File: src/design/hsf_pkg.sv
// Shared types and constants for the hard sphere structure factor block.
// Holds the sequencer state type, fixed-point constants and the sine table.
// No dependencies.
package hsf_pkg;

   localparam int STEP_W  = 13;
   localparam int MUL_A_W = 64;
   localparam int MUL_B_W = 33;
   localparam int MUL_P_W = 96;
   localparam int DIV_N_W = 64;
   localparam int DIV_D_W = 48;
   localparam int DIV_C_W = 7;

   localparam logic [28:0] ONE_Q28    = 29'h1000_0000;
   localparam logic [30:0] ONE_Q30    = 31'h4000_0000;
   localparam logic [31:0] PI_SIXTH   = 32'd2248839617;
   localparam logic [31:0] INV_TWO_PI = 32'd683565276;
   localparam logic [31:0] S_MAX      = 32'h7FFF_FFFF;

   // quotient bit counts for the divider
   localparam logic [DIV_C_W-1:0] DBITS_F    = 7'd29;
   localparam logic [DIV_C_W-1:0] DBITS_X    = 7'd32;
   localparam logic [DIV_C_W-1:0] DBITS_SINC = 7'd47;
   localparam logic [DIV_C_W-1:0] DBITS_T    = 7'd48;
   localparam logic [DIV_C_W-1:0] DBITS_S    = 7'd53;

   localparam logic [1:0] CSR_N_STEPS  = 2'd0;
   localparam logic [1:0] CSR_DIAMETER = 2'd1;
   localparam logic [1:0] CSR_DENSITY  = 2'd2;

   typedef enum logic [5:0] {
      ST_IDLE, ST_WAIT, ST_DENS, ST_A, ST_B, ST_C, ST_PF, ST_OM2, ST_OM4,
      ST_HO, ST_HOP, ST_CB, ST_CG, ST_QS, ST_FDIV, ST_XDIV, ST_STEP, ST_FSQ,
      ST_F2, ST_F3, ST_CBF, ST_CGF, ST_PHASE, ST_T2, ST_HORNER, ST_SINE,
      ST_SINC, ST_TERM, ST_TERM2, ST_ACCUM, ST_TDIV, ST_PFTT, ST_DEN,
      ST_SDIV, ST_DONE
   } state_type;

   // odd Taylor coefficients of the sine over a quarter wave, Q.30
   function automatic logic [31:0] sin_coef(input logic [2:0] k);
      logic [31:0] c;
      case (k)
         3'd0:    c = 32'd1686629713;
         3'd1:    c = 32'd693598668;
         3'd2:    c = 32'd85569306;
         3'd3:    c = 32'd5026995;
         3'd4:    c = 32'd172272;
         default: c = 32'd0;
      endcase
      return c;
   endfunction

endpackage

File: src/design/hsf_div.sv
// Restoring divider, one quotient bit per cycle, unsigned.
// Depends on hsf_pkg.
module hsf_div
   import hsf_pkg::*;
(
   input  logic               clock,
   input  logic               reset,
   input  logic               start,
   input  logic [DIV_N_W-1:0] dividend,
   input  logic [DIV_D_W-1:0] divisor,
   input  logic [DIV_C_W-1:0] nbits,
   output logic               busy,
   output logic [DIV_N_W-1:0] quotient,
   output logic [DIV_D_W-1:0] remainder
);

   logic [DIV_N_W-1:0] quo_ff;
   logic [DIV_D_W-1:0] rem_ff;
   logic [DIV_D_W-1:0] dsr_ff;
   logic [DIV_C_W-1:0] cnt_ff;
   logic               busy_ff;
   logic [DIV_C_W-1:0] lshift;
   logic [DIV_D_W+1:0] diff;

   assign lshift = DIV_C_W'(DIV_N_W) - nbits;
   assign diff   = {1'b0, rem_ff, quo_ff[DIV_N_W-1]} - {2'b0, dsr_ff};

   always_ff @(posedge clock) begin
      if (reset) begin
         busy_ff <= 1'b0;
         cnt_ff  <= '0;
      end else if (start) begin
         busy_ff <= 1'b1;
         cnt_ff  <= nbits;
         quo_ff  <= dividend << lshift[5:0];
         rem_ff  <= '0;
         dsr_ff  <= divisor;
      end else if (busy_ff) begin
         // keep the trial difference only when it does not go negative
         if (!diff[DIV_D_W+1]) begin
            rem_ff <= diff[DIV_D_W-1:0];
            quo_ff <= {quo_ff[DIV_N_W-2:0], 1'b1};
         end else begin
            rem_ff <= {rem_ff[DIV_D_W-2:0], quo_ff[DIV_N_W-1]};
            quo_ff <= {quo_ff[DIV_N_W-2:0], 1'b0};
         end
         cnt_ff <= cnt_ff - 1'b1;
         if (cnt_ff == DIV_C_W'(1)) begin
            busy_ff <= 1'b0;
         end
      end
   end

   assign busy      = busy_ff;
   assign quotient  = quo_ff;
   assign remainder = rem_ff;

endmodule

File: config.mk
export PLATFORM = sky130hd
export DESIGN_NAME = hsf_div
export DESIGN_NICKNAME = d
export VERILOG_FILES = /design/src/design/hsf_pkg.sv /design/src/design/hsf_div.sv
export SDC_FILE = /design/constraint.sdc
export NUM_CORES = 1
export LEC_CHECK = 0
export BUFFER_PORTS_ARGS = -buffer_cell sky130_fd_sc_hd__clkbuf_2
export CORE_MARGIN = 2
export CORE_UTILIZATION = 50
export DETAILED_ROUTE_END_ITERATION = 6
export PLACE_DENSITY = 0.76
export SLEW_MARGIN = 10
export SYNTH_ARGS = -nofsm -noshare
export SYNTH_HDL_FRONTEND = slang
export SYNTH_SLANG_ARGS = --single-unit
File: constraint.sdc
create_clock -name clock -period 6.6 [get_ports clock]
set_input_delay 0.33 -clock clock [delete_from_list [all_inputs] [get_ports clock]]
set_output_delay 0.33 -clock clock [all_outputs]
set_load 0.01 [all_outputs]
Word-level counts from Yosys, hierarchy flattened
Index checks and enable logic that the tools add are counted.
- input port bits: 122
- flip-flop bits (word level): 168
- output and inout port bits: 113
- bitwise gates (word level): 1
- equal/unequal tests: 1
- $add $sub $neg: 3
- reductions and logical operators: 3
- multiplexer cells: 10
- shift-type cells: 1
- operator list (operator ; number):
    $mux 64 ; 2
    $mux 48 ; 2
    $shl 64x6->64 ; 1
    $sub 49x48->50 ; 1
    $mux 7 ; 2
    $eq 7x1->1 const B ; 1
    $sub 7x1->7 const B ; 1
    $sub 1x6->6 const A ; 1
    $mux 1 ; 4
    $reduce_and 2->1 ; 2
    $reduce_bool 2->1 ; 1
    $not 1->1 ; 1

Longest topological paths before layout
- depth after elaboration: 4
- depth in mapped cells: 16
- depth with buffers taken out: 13

Worst setup path after synthesis
No wires, ideal clock.
- path type: input -> register
- from: input start
- to: register quo_ff[0] (netlist: quotient[0]), enable pin
- buffers on the path: 2
- stages: 4
- library setup time: 0.584 ns
- required time: 6.016 ns
- data arrival time: 5.395 ns
- setup slack: 0.621 ns
- path through: clkbuf_1 -> buf_6 -> nor2_1 -> nor2_1
- longest elaborated chain between the ends: 2
- RTL lines (element ; RTL line ; source):
    start: declaration ; hsf_div.sv:8 ; input logic start,
    $reduce_bool 2->1 (no line) ; -- ;
    $reduce_and 2->1 (no line) ; -- ;
    end signal: assignment ; hsf_div.sv:35 ; quo_ff <= dividend << lshift[5:0];
    end signal: assignment ; hsf_div.sv:42 ; quo_ff <= {quo_ff[DIV_N_W-2:0], 1'b1};
    end signal: assignment ; hsf_div.sv:45 ; quo_ff <= {quo_ff[DIV_N_W-2:0], 1'b0};
    end: declaration ; hsf_div.sv:17 ; logic [DIV_N_W-1:0] quo_ff;
Every way passes these cells.
A chain may end at the register's enable or synchronous reset.

Worst setup path in the final report
- from: input nbits[0]
- to: register quo_ff[63] (netlist: quotient[63]) (data pin)
- longest elaborated chain between the ends: 3
- RTL lines (element ; RTL line ; source):
    start: declaration ; hsf_div.sv:11 ; input logic [DIV_C_W-1:0] nbits,
    $sub 1x6->6 ; hsf_div.sv:25 ; assign lshift = DIV_C_W'(DIV_N_W) - nbits;
    $shl 64x6->64 ; hsf_div.sv:35 ;
    $mux 64 ; hsf_div.sv:32 ; end else if (start) begin
Every way passes these cells.

==> flow_summary.yaml <==
worst_hold_path:
  hold_path_class: "input pin to flip-flop"
  hold_depth: 1
clocking:
  numCtsBuffers: 17
  cts_resized: 0
  clock_latency_ns: 0.43
  root_buffer: "clkbuf_16"
  hold_buffers: 0
  clkSinkCount: 168
  cts_tree: "done"
  ctsHtreeMaxLevel: 4
  post-cts-setup-buffer-count: 0
  clk_pin_slew_ns: 0.07
  clock_path_buffers: 2
route:
  first_pass_iters: 6
  drc: 0
  wl_mm: 37.8
  ant_nets: 0
  initialDrtViolationCount: 1444
  via_per_inst: 6.08
  avgRoutedWirePerCell_um: 19.3
  vias: 12000
global_route:
  gr-total-overflow: 0
  grt_busiest_layer: "met2"
  grt_pass1_wl_mm: 59.5
  grt_use_met1: 0.376
  antenna_found_initial: 0
  use_met3: 0.0393
  grt_max_degree: 81
  use_met2: 0.429
  grt_pass1_vias: 11100
  grtUsageTotal: 0.269
sta:
  drv_slew: 0
  setup-tns-final_ns: 0
  setup_violations: 0
  hold_slack_ns: 0.0700
  fmax_mhz: 245
  tightest_slew_ns: 1.11
  rsz0062_at_grt: "no"
  period_needed_ns: 4.07
  hold_violations: 0
  max_slew_margin: 0.261
  skew_ns: 0.00939
  fin_crit_sh: 0.617
logic_synthesis:
  synthFlopType: "edfxtp_1"
  async_reset_ff_frac: 0
  synth_warnings: 0
  netlist_area_um2: 13100
  synth_seq_cells: 168
  synth_nets: 1624
  yosysTopAreaCell: "edfxtp_1"
  ys_types: 71
  synth_top_area_share: 0.367
  synth_edf_count: 160
  synth.area.top_cells: "edfxtp_1, mux4_2, nand2_1"
  avgSynthCellArea_um2: 9.03
  synthCells: 1450
  synth-seq-area-share: 0.379
pwr:
  power_density_nw_per_um2: 240
  ir_drop_uv: 191
  cellLeakagePower_uw: 0.00637
outcome:
  outcome: "complete, no violations"
worst_setup_path:
  worst_setup_path_start_kind: "input pin"
  rr_worst_depth: 13
  crit_arrival_ns: 4.26
  worstPathRequired_ns: 6.79
  crit_fanout: 72
  worstSetupPathType: "input pin to flip-flop"
  end_kind: "flip-flop"
layout:
  antennaDiodeCount: 0
  n_fill_cell: 2280
  nets: 1794
  drive_gt1_frac: 0.221
  register_area_um2: 4960
  multi_input_area_um2: 7380
  finalInstanceArea_um2: 15000
  area_growth_pct: 14.6
  final_cells: 1965
place:
  dp_cells: 1936
  place_area_um2: 14500
  port_buffers: 234
  gp_congestion: 0.980
  dpl.hpwl_mm: 28.4
floorplan:
  die-area_um2: 27500
  core_um2: 25900
  std_cell_rows: 59
  start_util: 0.505
  die_w_um: 166
  die_y_um: 166
  ios: 235
run:
  cap_violations: 0
-- registers in the layout, summed over array words and instances (netlist names) --
signal     count
quotient      64
dsr_ff        48
busy           1
remainder     48
cnt_ff         7
-- through the flow --
| step | util | power [uW] | worst slack, ns |
|---|---|---|---|
| 2_1_floorplan | - | 2300 | 0.621 |
| 3_3_place_gp | 0.558 | 2640 | 2.18 |
| 3_5_place_dp | 0.558 | 2660 | 2.07 |
| 4_1_cts | 0.579 | 3590 | 2.53 |
| 5_1_grt | 0.579 | 3790 | 2.15 |
| 6_report | 0.579 | 3600 | 2.53 |
-- logic make-up (layout without fill, tap and decap cells) --
family                   Yosys count  after routing  synth area share
AO/OA/AOI/OAI                    398            398             0.191
buffers and inverters            208            388            0.0662
adder cells (fa/ha/maj)           52             52            0.0503
XOR/XNOR                          50             50            0.0335
multiplexers                     102            102             0.123
AND/OR/NAND/NOR                  472            472             0.157
flip-flops                       168            168             0.379
-- synthesized netlist by cell type, types with 13 or more instances --
| cell type | count |
|---|---|
| a211oi_1 | 27 |
| a21o_1 | 16 |
| a21oi_1 | 148 |
| buf_2 | 18 |
| clkbuf_1 | 67 |
| edfxtp_1 | 160 |
| ha_1 | 51 |
| inv_1 | 110 |
| mux2_2 | 13 |
| mux2i_1 | 43 |
| mux4_2 | 46 |
| nand2_1 | 226 |
| nand2b_1 | 20 |
| nand3_1 | 30 |
| nand4_1 | 13 |
| nor2_1 | 127 |
| nor3_1 | 16 |
| o21ai_0 | 61 |
| o22ai_1 | 32 |
| xnor2_1 | 25 |
| xor2_1 | 25 |
-- worst paths after layout --
check	startpoint	end	slack, ns
setup / recovery	nbits[0]	quotient[63]$_DFFE_PP_	2.53
hold / removal	divisor[2]	dsr_ff[2]$_DFFE_PP_	0.07
setup reg to reg	quotient[63]$_DFFE_PP_	remainder[40]$_SDFFCE_PP0P_	2.65
hold reg to reg	cnt_ff[6]$_SDFFE_PP0N_	busy$_SDFF_PP0_	0.57
-- power by group --
part           internal (uW)  switching (uW)  leakage [uW]
clock network            512             422      0.000248
logic                    501             805       0.00451
registers               1290            66.5       0.00161
total                   2310            1290       0.00637
-- layout by cell type (no fill, tap or decap), types with 6 or more instances in the layout --
cell type | Yosys | layout
a211oi_1 | 27 | 27
a21o_1 | 16 | 16
a21oi_1 | 148 | 148
a22oi_1 | 12 | 12
a311oi_1 | 11 | 11
a31oi_1 | 9 | 9
buf_4 | 1 | 17
clkbuf_16 | 0 | 17
clkbuf_2 | 0 | 232
dfxtp_1 | 8 | 8
edfxtp_1 | 160 | 160
ha_1 | 51 | 50
inv_1 | 110 | 110
mux2_2 | 13 | 13
mux2i_1 | 43 | 43
mux4_2 | 46 | 46
nand2_1 | 226 | 226
nand2b_1 | 20 | 20
nand3_1 | 30 | 30
nand4_1 | 13 | 13
nor2_1 | 127 | 126
nor3_1 | 16 | 16
o211ai_1 | 10 | 10
o21a_1 | 10 | 10
o21ai_0 | 61 | 61
o21bai_1 | 10 | 10
o221ai_1 | 8 | 8
o22ai_1 | 32 | 32
o311ai_0 | 10 | 10
o31ai_1 | 6 | 6
or3_1 | 8 | 8
xnor2_1 | 25 | 21
xor2_1 | 25 | 22
-- layout make-up --
cell class | instances | area share
inverters | 110 | 0.0275
multi-input cells | 1074 | 0.492
well taps | 335 | 0.0279
clock buffers | 17 | 0.0284
flip-flops and latches | 168 | 0.331
clock inverters | 12 | 0.00718
repair buffers | 249 | 0.0859
-- worst max-delay path, stage by stage --
cell and delay, ns:
buf_4 0.77, inv_1 0.20, ha_2 0.62, buf_4 0.52, inv_1 0.36, a211oi_1 0.25
a21oi_1 0.10, mux2i_1 0.20, a211oi_1 0.12, a311oi_1 0.37, a21oi_1 0.09, mux2_2 0.28
-- per-layer routing --
metal | share of wire | vias to the layer above | routed length, um
met2 | 0.47 | 623 | 17700
met5 | 0 | - | 0
li1 | - | 5618 | -
met1 | 0.41 | 5640 | 15600
met4 | 0.032 | 0 | 1190
met3 | 0.089 | 73 | 3380
No activity file was read; power rests on OpenSTA's default activity.
